## src/rtl/cubemap_face_address_generator_top_defines.svh

```systemverilog
// assertion macros for the address pipeline of the cubemap face address generator rtl
`ifndef CUBEMAP_FACE_ADDRESS_GENERATOR_TOP_DEFINES_SVH
`define CUBEMAP_FACE_ADDRESS_GENERATOR_TOP_DEFINES_SVH

`ifndef SYNTHESIS

// same-cycle implication, checked at every rising edge outside reset
`define CFAG_ASSERT_NOW(label, clk, rst, ante, cons) \
   label: assert property (@(posedge clk) disable iff (rst) (ante) |-> (cons)) \
      else $error("same-cycle check failed");

// next-cycle implication, checked at every rising edge outside reset
`define CFAG_ASSERT_NEXT(label, clk, rst, ante, cons) \
   label: assert property (@(posedge clk) disable iff (rst) (ante) |=> (cons)) \
      else $error("next-cycle check failed");

`else

`define CFAG_ASSERT_NOW(label, clk, rst, ante, cons)
`define CFAG_ASSERT_NEXT(label, clk, rst, ante, cons)

`endif

`endif

```

## src/rtl/cfag_pkg.sv

```systemverilog
// types, constants and cell tables for the cubemap face address generator
package cfag_pkg;

   // layout codes as reported on the result channel
   typedef enum logic [2:0] {
      LAYOUT_HSTRIP = 3'd0,
      LAYOUT_VSTRIP = 3'd1,
      LAYOUT_HCROSS = 3'd2,
      LAYOUT_VCROSS = 3'd3,
      LAYOUT_NONE   = 3'd4
   } layout_type;

   // configuration register indexes
   typedef enum logic [0:0] {
      CSR_IMAGE_WIDTH  = 1'b0,
      CSR_IMAGE_HEIGHT = 1'b1
   } csr_index_type;

   // face codes
   localparam logic [2:0] FACE_POS_X = 3'd0;
   localparam logic [2:0] FACE_NEG_X = 3'd1;
   localparam logic [2:0] FACE_POS_Y = 3'd2;
   localparam logic [2:0] FACE_NEG_Y = 3'd3;
   localparam logic [2:0] FACE_POS_Z = 3'd4;
   localparam logic [2:0] FACE_NEG_Z = 3'd5;

   // largest supported image side in pixels
   localparam logic [16:0] MAX_SIDE = 17'd16384;

   // field widths
   localparam int SIDE_W   = 15;
   localparam int COORD_W  = 14;
   localparam int FACE_W   = 3;
   localparam int CELL_W   = 3;
   localparam int PIX_W    = 18;
   localparam int OFFSET_W = 30;

   // classification of the configured image, constant between writes
   typedef struct packed {
      layout_type          layout;
      logic [SIDE_W-1:0]   face_size;
   } cls_type;

   // cell column of a face, in units of the face size
   function automatic logic [CELL_W-1:0] cell_col(layout_type lay, logic [FACE_W-1:0] face);
      logic [CELL_W-1:0] c;
      c = '0;
      case (lay)
         LAYOUT_HSTRIP: c = face;
         LAYOUT_VSTRIP: c = '0;
         LAYOUT_HCROSS, LAYOUT_VCROSS: begin
            case (face)
               FACE_POS_X: c = 3'd2;
               FACE_NEG_X: c = 3'd0;
               FACE_POS_Y: c = 3'd1;
               FACE_NEG_Y: c = 3'd1;
               FACE_POS_Z: c = 3'd1;
               FACE_NEG_Z: c = (lay == LAYOUT_HCROSS) ? 3'd3 : 3'd1;
               default:    c = '0;
            endcase
         end
         default: c = '0;
      endcase
      return c;
   endfunction

   // cell row of a face, in units of the face size
   function automatic logic [CELL_W-1:0] cell_row(layout_type lay, logic [FACE_W-1:0] face);
      logic [CELL_W-1:0] r;
      r = '0;
      case (lay)
         LAYOUT_HSTRIP: r = '0;
         LAYOUT_VSTRIP: r = face;
         LAYOUT_HCROSS, LAYOUT_VCROSS: begin
            case (face)
               FACE_POS_X: r = 3'd1;
               FACE_NEG_X: r = 3'd1;
               FACE_POS_Y: r = 3'd0;
               FACE_NEG_Y: r = 3'd2;
               FACE_POS_Z: r = 3'd1;
               FACE_NEG_Z: r = (lay == LAYOUT_HCROSS) ? 3'd1 : 3'd3;
               default:    r = '0;
            endcase
         end
         default: r = '0;
      endcase
      return r;
   endfunction

endpackage

```

## src/rtl/cfag_class.sv

```systemverilog
// layout classifier: picks layout and face size from the configured image size
module cfag_class
   import cfag_pkg::*;
(
   input  logic [SIDE_W-1:0] image_width,
   input  logic [SIDE_W-1:0] image_height,
   output cls_type           cls
);

   logic [17:0] w6;
   logic [17:0] h6;
   logic [17:0] w3;
   logic [17:0] h3;
   logic [17:0] w4;
   logic [17:0] h4;
   logic [17:0] w_ext;
   logic [17:0] h_ext;
   logic        oversize;
   layout_type  lay;
   logic [SIDE_W-1:0] fs;

   // scaled sides; w/6 == h with w%6 == 0 is the same as w == 6h, and so on
   always_comb begin
      w_ext = {3'b000, image_width};
      h_ext = {3'b000, image_height};
      w4    = {1'b0, image_width, 2'b00};
      h4    = {1'b0, image_height, 2'b00};
      w3    = w4 - w_ext;
      h3    = h4 - h_ext;
      w6    = {w3[16:0], 1'b0};
      h6    = {h3[16:0], 1'b0};
      oversize = ({2'b00, image_width} > MAX_SIDE) || ({2'b00, image_height} > MAX_SIDE);
   end

   // layouts in priority order
   always_comb begin
      lay = LAYOUT_NONE;
      fs  = '0;
      if (!oversize) begin
         if (w_ext == h6) begin
            lay = LAYOUT_HSTRIP;
            fs  = image_height;
         end else if (h_ext == w6) begin
            lay = LAYOUT_VSTRIP;
            fs  = image_width;
         end else if (w3 == h4) begin
            lay = LAYOUT_HCROSS;
            fs  = {2'b00, image_width[SIDE_W-1:2]};
         end else if (w4 == h3) begin
            lay = LAYOUT_VCROSS;
            fs  = {2'b00, image_height[SIDE_W-1:2]};
         end
      end
      // a face side of zero is unsupported
      if (fs == '0) begin
         lay = LAYOUT_NONE;
      end
      cls.layout    = lay;
      cls.face_size = fs;
   end

endmodule

```

## src/rtl/cfag_pipe.sv

```systemverilog
// five-stage address pipeline: capture, check with cell lookup, cell origin, row product, sum
`include "cubemap_face_address_generator_top_defines.svh"
module cfag_pipe
   import cfag_pkg::*;
(
   input  logic                clock,
   input  logic                reset,
   input  logic                req_tvalid,
   output logic                req_tready,
   input  logic [FACE_W-1:0]   face,
   input  logic [COORD_W-1:0]  row,
   input  logic [COORD_W-1:0]  col,
   input  cls_type             cls,
   input  logic [SIDE_W-1:0]   image_width,
   output logic                rsp_tvalid,
   input  logic                rsp_tready,
   output logic [OFFSET_W-1:0] byte_offset,
   output logic [2:0]          layout,
   output logic [SIDE_W-1:0]   face_size,
   output logic                error
);

   localparam int SUM_W = OFFSET_W - 2;
   localparam int PROD_W = PIX_W + SIDE_W;

   // stage valid bits and ready chain
   logic v1_ff, v2_ff, v3_ff, v4_ff, v5_ff;
   logic v1_in, v2_in, v3_in, v4_in, v5_in;
   logic rdy1, rdy2, rdy3, rdy4, rdy5;

   // stage 1: captured item
   logic [FACE_W-1:0]  face1_ff;
   logic [COORD_W-1:0] row1_ff;
   logic [COORD_W-1:0] col1_ff;

   // stage 2: checked item with cell origin
   layout_type         lay2_ff,  lay2_in;
   logic [SIDE_W-1:0]  fs2_ff,   fs2_in;
   logic               err2_ff,  err2_in;
   logic [CELL_W-1:0]  crow2_ff, crow2_in;
   logic [CELL_W-1:0]  ccol2_ff, ccol2_in;
   logic [COORD_W-1:0] row2_ff;
   logic [COORD_W-1:0] col2_ff;

   // stage 3: pixel row and column in the source image
   layout_type         lay3_ff;
   logic [SIDE_W-1:0]  fs3_ff;
   logic               err3_ff;
   logic [PIX_W-1:0]   prow3_ff, prow3_in;
   logic [PIX_W-1:0]   pcol3_ff, pcol3_in;

   // stage 4: row times width
   layout_type         lay4_ff;
   logic [SIDE_W-1:0]  fs4_ff;
   logic               err4_ff;
   logic [SUM_W-1:0]   prod4_ff, prod4_in;
   logic [PIX_W-1:0]   pcol4_ff;
   logic [PROD_W-1:0]  prod_full;

   // stage 5: output register
   layout_type          lay5_ff;
   logic [SIDE_W-1:0]   fs5_ff;
   logic                err5_ff;
   logic [OFFSET_W-1:0] off5_ff, off5_in;
   logic [SUM_W-1:0]    sum4;

   // ready chain from the output back to the input
   always_comb begin
      rdy5 = !v5_ff || rsp_tready;
      rdy4 = !v4_ff || rdy5;
      rdy3 = !v3_ff || rdy4;
      rdy2 = !v2_ff || rdy3;
      rdy1 = !v1_ff || rdy2;
      v1_in = rdy1 ? req_tvalid : v1_ff;
      v2_in = rdy2 ? v1_ff : v2_ff;
      v3_in = rdy3 ? v2_ff : v3_ff;
      v4_in = rdy4 ? v3_ff : v4_ff;
      v5_in = rdy5 ? v4_ff : v5_ff;
   end

   always_ff @(posedge clock) begin
      if (reset) begin
         v1_ff <= 1'b0;
         v2_ff <= 1'b0;
         v3_ff <= 1'b0;
         v4_ff <= 1'b0;
         v5_ff <= 1'b0;
      end else begin
         v1_ff <= v1_in;
         v2_ff <= v2_in;
         v3_ff <= v3_in;
         v4_ff <= v4_in;
         v5_ff <= v5_in;
      end
   end

   // stage 1 capture
   always_ff @(posedge clock) begin
      if (rdy1) begin
         face1_ff <= face;
         row1_ff  <= row;
         col1_ff  <= col;
      end
   end

   // range checks and cell lookup
   always_comb begin
      lay2_in  = cls.layout;
      fs2_in   = cls.face_size;
      err2_in  = (cls.layout == LAYOUT_NONE) || (face1_ff > FACE_NEG_Z)
               || ({1'b0, row1_ff} >= cls.face_size)
               || ({1'b0, col1_ff} >= cls.face_size);
      crow2_in = cell_row(cls.layout, face1_ff);
      ccol2_in = cell_col(cls.layout, face1_ff);
   end

   always_ff @(posedge clock) begin
      if (rdy2) begin
         lay2_ff  <= lay2_in;
         fs2_ff   <= fs2_in;
         err2_ff  <= err2_in;
         crow2_ff <= crow2_in;
         ccol2_ff <= ccol2_in;
         row2_ff  <= row1_ff;
         col2_ff  <= col1_ff;
      end
   end

   // cell origin plus position inside the face
   always_comb begin
      prow3_in = ({{(PIX_W-CELL_W){1'b0}}, crow2_ff} * {{(PIX_W-SIDE_W){1'b0}}, fs2_ff})
               + {{(PIX_W-COORD_W){1'b0}}, row2_ff};
      pcol3_in = ({{(PIX_W-CELL_W){1'b0}}, ccol2_ff} * {{(PIX_W-SIDE_W){1'b0}}, fs2_ff})
               + {{(PIX_W-COORD_W){1'b0}}, col2_ff};
   end

   always_ff @(posedge clock) begin
      if (rdy3) begin
         lay3_ff  <= lay2_ff;
         fs3_ff   <= fs2_ff;
         err3_ff  <= err2_ff;
         prow3_ff <= prow3_in;
         pcol3_ff <= pcol3_in;
      end
   end

   // row times image width, kept to the bits the offset needs
   always_comb begin
      prod_full = {{SIDE_W{1'b0}}, prow3_ff} * {{PIX_W{1'b0}}, image_width};
      prod4_in  = prod_full[SUM_W-1:0];
   end

   always_ff @(posedge clock) begin
      if (rdy4) begin
         lay4_ff  <= lay3_ff;
         fs4_ff   <= fs3_ff;
         err4_ff  <= err3_ff;
         prod4_ff <= prod4_in;
         pcol4_ff <= pcol3_ff;
      end
   end

   // add column, scale to bytes, zero on error
   always_comb begin
      sum4    = prod4_ff + {{(SUM_W-PIX_W){1'b0}}, pcol4_ff};
      off5_in = err4_ff ? '0 : {sum4, 2'b00};
   end

   always_ff @(posedge clock) begin
      if (rdy5) begin
         lay5_ff <= lay4_ff;
         fs5_ff  <= fs4_ff;
         err5_ff <= err4_ff;
         off5_ff <= off5_in;
      end
   end

   // result channel
   assign req_tready  = rdy1;
   assign rsp_tvalid  = v5_ff;
   assign byte_offset = off5_ff;
   assign layout      = lay5_ff;
   assign face_size   = fs5_ff;
   assign error       = err5_ff;

   `CFAG_ASSERT_NOW(a_err_zero_offset, clock, reset, v5_ff && err5_ff, off5_ff == '0)
   `CFAG_ASSERT_NOW(a_none_is_error, clock, reset, v5_ff && (lay5_ff == LAYOUT_NONE),
                    err5_ff && (fs5_ff == '0))
   `CFAG_ASSERT_NOW(a_ok_has_face, clock, reset, v5_ff && !err5_ff,
                    (lay5_ff != LAYOUT_NONE) && (fs5_ff != '0))
   `CFAG_ASSERT_NEXT(a_stage3_holds, clock, reset, v3_ff && !rdy4,
                     v3_ff && $stable(prow3_ff) && $stable(pcol3_ff))

endmodule

```

## src/rtl/cubemap_face_address_generator_top.sv

```systemverilog
// cubemap face address generator top level: config registers and stream packing
//
//   channel  direction  tdata (low bit up)              tuser
//   req      in         row[13:0] col[27:14]            face[2:0]
//   rsp      out        byte_offset[29:0] face_size[44:30]  layout[2:0] error[3]
//   csr      in         csr_index 0 width, 1 height, csr_wdata[14:0]
//
// one item per cycle sustained while rsp_tready stays high, result valid from the output register
// the five register stages are capture, range check with cell lookup, cell origin,
// row product, and sum with the output register
// backpressure stalls each stage only while its successor is full, so bubbles close up
// reset clears all stage valid bits and both size registers to zero
// the row product is one 18 by 15 multiplier ahead of stage four
module cubemap_face_address_generator_top
   import cfag_pkg::*;
(
   input  logic        clock,
   input  logic        reset,
   // request item stream
   input  logic        req_tvalid,
   output logic        req_tready,
   input  logic [31:0] req_tdata,   // row[13:0], col[27:14], zero pad
   input  logic [2:0]  req_tuser,   // face[2:0]
   // result item stream
   output logic        rsp_tvalid,
   input  logic        rsp_tready,
   output logic [47:0] rsp_tdata,   // byte_offset[29:0], face_size[44:30], zero pad
   output logic [3:0]  rsp_tuser,   // layout[2:0], error[3]
   // configuration writes
   input  logic        csr_we,
   input  logic        csr_index,
   input  logic [14:0] csr_wdata
);

   logic [SIDE_W-1:0]   width_ff,  width_in;
   logic [SIDE_W-1:0]   height_ff, height_in;
   cls_type             cls;
   logic [OFFSET_W-1:0] byte_offset;
   logic [2:0]          layout;
   logic [SIDE_W-1:0]   face_size;
   logic                error;

   // configuration register writes
   always_comb begin
      width_in  = width_ff;
      height_in = height_ff;
      if (csr_we) begin
         case (csr_index_type'(csr_index))
            CSR_IMAGE_WIDTH:  width_in  = csr_wdata;
            CSR_IMAGE_HEIGHT: height_in = csr_wdata;
            default: ;
         endcase
      end
   end

   always_ff @(posedge clock) begin
      if (reset) begin
         width_ff  <= '0;
         height_ff <= '0;
      end else begin
         width_ff  <= width_in;
         height_ff <= height_in;
      end
   end

   // layout classifier
   cfag_class u_class (
      .image_width  (width_ff),
      .image_height (height_ff),
      .cls          (cls)
   );

   // address pipeline
   cfag_pipe u_pipe (
      .clock       (clock),
      .reset       (reset),
      .req_tvalid  (req_tvalid),
      .req_tready  (req_tready),
      .face        (req_tuser[2:0]),
      .row         (req_tdata[13:0]),
      .col         (req_tdata[27:14]),
      .cls         (cls),
      .image_width (width_ff),
      .rsp_tvalid  (rsp_tvalid),
      .rsp_tready  (rsp_tready),
      .byte_offset (byte_offset),
      .layout      (layout),
      .face_size   (face_size),
      .error       (error)
   );

   // result packing
   assign rsp_tdata = {3'b000, face_size, byte_offset};
   assign rsp_tuser = {error, layout};

endmodule
```

## config.mk

```make
export PLATFORM = sky130hd
export DESIGN_NAME = cubemap_face_address_generator_top
export DESIGN_NICKNAME = d
export VERILOG_FILES = /design/src/rtl/cfag_pkg.sv /design/src/rtl/cfag_class.sv /design/src/rtl/cfag_pipe.sv /design/src/rtl/cubemap_face_address_generator_top.sv
export VERILOG_INCLUDE_DIRS = /design/src /design/src/rtl
export SDC_FILE = /design/constraint.sdc
export NUM_CORES = 1
export LEC_CHECK = 0
export BUFFER_PORTS_ARGS = -buffer_cell sky130_fd_sc_hd__buf_2
export CORE_MARGIN = 1.5
export CORE_UTILIZATION = 55
export CTS_CLUSTER_DIAMETER = 150
export DETAILED_ROUTE_END_ITERATION = 8
export PLACE_DENSITY = 0.82
export SLEW_MARGIN = 10
export SYNTH_ARGS = -nofsm -noshare
export SYNTH_HDL_FRONTEND = slang
export SYNTH_SLANG_ARGS = --single-unit
```

## constraint.sdc

```tcl
create_clock -name clock -period 9.74 [get_ports clock]
set_input_delay 1.948 -clock clock [delete_from_list [all_inputs] [get_ports clock]]
set_output_delay 1.948 -clock clock [all_outputs]
set_load 0.02 [all_outputs]
```

==> Yosys cells after proc, flatten, opt, wreduce, memory -nomap -nowiden <==
Cells that the tools add are included.
{ "totals": {"register_bits": 288, "latch_bits": 0, "mem_bits_rw": 0, "romBits": 0, "input_bits": 56, "output_inout_bits": 54, "mem_count": 0} }
{ "classes": {"n_addsub": 5, "mul": 3, "div": 0, "magnitude_cmp": 5, "n_eq_ne": 13, "n_shift": 0, "n_mux": 17, "bitwise_logic": 1, "n_reduce_logical": 22} }
{ "op_table": {"columns": ["cell", "count"], "rows": [
  ["$mux 15", 4],
  ["$add 18x14->18", 2],
  ["$eq 15x18->1", 2],
  ["$mul 3x15->18", 2],
  ["$sub 17x15->18", 2],
  ["$ge 14x15->1", 2],
  ["$gt 15x15->1 const B", 2],
  ["$add 28x18->28", 1],
  ["$mul 18x15->28", 1],
  ["$eq 17x18->1", 1],
  ["$eq 18x17->1", 1],
  ["$mux 3", 6],
  ["$pmux 3 s3", 2],
  ["$logic_not 15->1", 1],
  ["$mux 13", 1],
  ["$eq 3x2->1 const B", 4],
  ["$pmux 3 s2", 2],
  ["$eq 3x3->1 const B", 3],
  ["$logic_or 1x1->1", 9],
  ["$eq 3x1->1 const B", 2],
  ["$logic_not 3->1", 2],
  ["$reduce_or 3->1", 2],
  ["$logic_not 1->1", 5],
  ["$mux 2", 2],
  ["4 further kinds", 5]
]} }

==> Logic depth before layout (Yosys ltp) <==
{ "depth": {"word_depth": 13, "mapped_depth": 30, "depth_no_buf": 25} }

==> Modules after synthesis <==
A second synthesis with hierarchy kept.
{ "hier_totals": {"cells_unflattened": 2546, "area_unflattened_um2": 26106.3} }
{ "modules_own_cells": {"columns": ["mod", "n_inst", "cells_each", "area_per_inst_um2"], "rows": [
  ["cfag_pipe", 1, 1863, 20784.9],
  ["cfag_class", 1, 562, 4025.1],
  ["cubemap_face_address_generator_top", 1, 121, 1296.2]
]} }

==> Least setup slack after synthesis <==
Ideal clock, no wire load.
{ "synth_path": {"path_kind": "register -> register", "start": "register width_ff[3]", "end": "register u_pipe.prod4_ff[24], data pin", "arrival_time_ns": 6.025, "path_slack_ns": 3.456, "stages_incl_launch_ff": 26, "synth_period_minus_slack_ns": 6.284, "path_cell_list": "dfxtp_1 -> clkbuf_1 -> clkbuf_1 -> clkbuf_1 -> nand2_1 -> fa_1 -> inv_1 -> fa_1 -> inv_1 -> fa_1 -> inv_1 -> fa_1 -> fa_1 -> fa_1 -> ha_1 -> o21a_1 -> o21a_1 -> nand3_1 -> a211oi_1 -> o31ai_1 -> a21oi_1 -> nand4_1 -> nand4_1 -> a31o_2 -> a21oi_1 -> xnor2_1"} }
{ "synth_via": {"elab_chain_cells": 1} }
{ "synth_lines": {"columns": ["item", "line_no", "text"], "rows": [
  ["start: declaration", "cubemap_face_address_generator_top.sv:35", "logic [SIDE_W-1:0] width_ff, width_in;"],
  ["start signal: assignment", "cubemap_face_address_generator_top.sv:61", "width_ff <= width_in;"],
  ["$mul 18x15->28", "cfag_pipe.sv:149", "prod_full = {{SIDE_W{1'b0}}, prow3_ff} * {{PIX_W{1'b0}}, image_width};"],
  ["net u_pipe.prod_full[24]", "cfag_pipe.sv:58", "logic [PROD_W-1:0] prod_full;"],
  ["end signal: assignment", "cfag_pipe.sv:158", "prod4_ff <= prod4_in;"],
  ["end: declaration", "cfag_pipe.sv:56", "logic [SUM_W-1:0] prod4_ff, prod4_in;"]
]} }
The timed path passes the listed nets, and every way through them passes these cells.
A chain may end at the register's enable or synchronous reset.

==> flow_summary.yaml <==
outcome:
  status: "finished with violations"
  violations: "design-rule violations"
cts:
  cts_buffers: 30
  cts_tree: "yes"
  cts-resized-gates: 0
  cts_setup_buffers: 0
  clk_latency_ns: 0.59
  htree_levels: 1
  cts_hold_buffers: 0
  cts_root_buffer: "clkbuf_16"
  clk_pin_slew_ns: 0.06
  cts_sinks: 286
  clockBufferDepth: 3
global_route:
  grt_util_met3: 0.0360
  grt-ovfl-total: 0
  grt_max_degree: 66
  met2_usage: 0.457
  grt_pass1_vias: 19200
  antenna_found_initial: 1
  grt.met1_usage: 0.350
  top_usage_layer: "met2"
  grt_pass1_wl_mm: 101
  grtUsageTotal: 0.270
layout:
  diodes: 0
  nets: 3078
  num-fill-cells: 3674
  area_growth_pct: 7.39
  drive_gt1_frac: 0.0768
  multi_input_area_um2: 15800
  regArea_um2: 8240
yosys:
  async_reset_ff_frac: 0
  netlist_area_um2: 25700
  seq_area_frac_synth: 0.321
  synth_ff_type: "edfxtp_1"
  synth_cell_type_count: 83
  synth_warnings: 0
  synth_edf_count: 251
  syn_inst: 2547
  synth_seq_cells: 286
  postSynthAreaPerCell_um2: 10.1
floorplanning:
  coreArea_um2: 46400
  rows: 79
  start_util: 0.554
  fp.dieW_um: 219
  die_h_um: 219
  die_area_um2: 48000
  io_pins: 110
setup_path:
  critPathKind: "reg -> reg"
  cpMostUsedCell: "a21o_1"
  cpPeakStageDelay_ns: 0.67
  crit_fanout: 17
  crit_arrival_ns: 8.01
  startpoint_type: "flop"
  cp_slowest_cell: "dfxtp_1"
  end_kind: "flop"
  worstPathRequired_ns: 10.05
sta:
  rsz0062_at_grt: "no"
  final-setup-viol-count: 0
  max_clock_freq_mhz: 130
  drv_slew: 0
  worst_slew_pin_slew_ns: 1.13
  maxSlewHeadroom: 0.245
  fin_crit_sh: 0.791
  period_minus_slack_ns: 7.71
  fin_skew_ns: 0.0325
  setup_tns_ns: 0
  hold_viol_final: 0
power:
  power.density_nw_per_um2: 130
  irDropWorstVdd_uv: 129
  total_power_uw: 3570
  power.leakage_uw: 0.0125
placed_design:
  gp_congestion: 0.928
  port_buffers: 100
  dpl.hpwl_mm: 48.3
routing:
  drt_iter0_markers: 1861
  drt-vias-per-instance: 5.97
  first_pass_iters: 8
  routed_wl_mm: 64.2
  ant_nets: 0
  drc_errors: 2
  route.vias.total: 19200
  wl_per_cell_um: 20.0
worst_hold_path:
  hold_class: "reg -> reg"
run:
  drv_cap: 0
[logic make-up (layout without fill, tap and decap cells)]
family,count (synthesis),after routing,share of synthesized area
buf+inv,443,494,0.0667
simple gates,789,789,0.152
flops,286,286,0.321
mux,23,23,0.00906
other cells,1,6,0.000146
compound gates,421,421,0.110
xor+xnor,141,141,0.0529
fa+ha+maj,443,443,0.289
[state kept, by name, summed over array words and instances (netlist names), 3 cells and up]
name and cells:
u_pipe.prod4_ff 28, u_pipe.face_size 15, u_pipe.row1_ff 14, u_pipe.fs4_ff 15, u_pipe.pcol3_ff 18, height_ff 15, u_pipe.col1_ff 14, u_pipe.ccol2_ff 3
u_pipe.face1_ff 3, u_pipe.row2_ff 14, u_pipe.prow3_ff 18, u_pipe.lay3_ff 3, u_pipe.fs3_ff 15, u_pipe.pcol4_ff 18, u_pipe.lay4_ff 3, u_pipe.fs2_ff 15
u_pipe.byte_offset 28, u_pipe.layout 3, u_pipe.lay2_ff 3, width_ff 15, u_pipe.crow2_ff 3, u_pipe.col2_ff 14
[layout make-up]
class,count,area share
timing repair buffer,122,0.0241
tap,607,0.0275
inverter,316,0.0430
clock buffer,38,0.0283
clock inverter,18,0.00699
multi-input combinational,1823,0.571
sequential,286,0.299
[path summary, 6_finish.rpt]
check	from	end	slack, ns	cells past startpoint
max	height_ff[9]	u_pipe.err2_ff	2.03	25
min	u_pipe.pcol3_ff[0]	u_pipe.pcol4_ff[0]	0.41	0
max reg2reg	height_ff[9]	u_pipe.err2_ff	2.03	25
min reg2reg	u_pipe.pcol3_ff[0]	u_pipe.pcol4_ff[0]	0.41	0
[power by group]
group	total, uW	switching [uW]	internal, uW
combinational	982	573	409
sequential	1470	67.5	1400
clock	1120	471	649
total	3570	1110	2460
[placed cells by master (no fill, tap or decap), drive strengths merged, types with 40 or more instances in the layout]
cell and n:
fa 251, and2 148, nor2 92, buf 122, nand3 43, edfxtp 251, o21ai 64, nand2 313
inv 317, ha 192, a21oi 125, xnor2 93, nor3 40
[stage by stage]
step	instances	worst slack [ns]	cell area (um^2)	utilization	hold WS, ns
5_1_grt	3210	1.60	27600	0.595	0.421
3_3_place_gp	3154	2.45	26600	0.574	0.403
3_5_place_dp	3154	2.27	26600	0.574	0.405
2_1_floorplan	2552	3.46	25700	-	0.400
4_1_cts	3210	2.21	27600	0.595	0.415
6_report	3210	2.03	27600	0.595	0.412
[cells in the mapped netlist (12+ instances only)]
cell type	instances	area [um^2]
or3_1	23	144
o21bai_1	19	143
fa_1	251	5020
xnor2_1	93	815
nand3_1	43	215
or2_2	12	75.1
o211ai_1	22	165
nand4_1	20	125
clkbuf_1	104	390
a21oi_1	124	621
nor4_1	25	156
inv_1	315	1180
ha_1	192	2400
nand2_1	313	1170
a211oi_1	23	173
mux2i_1	21	210
xor2_1	39	342
o21a_1	27	203
a21o_1	27	203
dfxtp_1	35	701
a31oi_1	15	93.8
nor3_1	40	200
nor2_1	92	345
edfxtp_1	251	7540
o21ai_0	60	300
and2_1	148	926
o2111ai_1	17	149
nor2b_1	21	131
[metal layers]
layer,wire length (um),vias up
met5,0,-
met1,25900,9374
met3,4810,189
li1,-,8713
met4,2840,0
met2,30700,897
[worst max-delay path: cells and delay by family (launching register included)]
family	cells	cell delay, ns
AO/OA/AOI/OAI	17	4.61
flip-flops	1	0.67
buffers and inverters	1	0.28
adder cells (fa/ha/maj)	2	0.81
AND/OR/NAND/NOR	5	1.03
(Power assumes the default switching activity.)
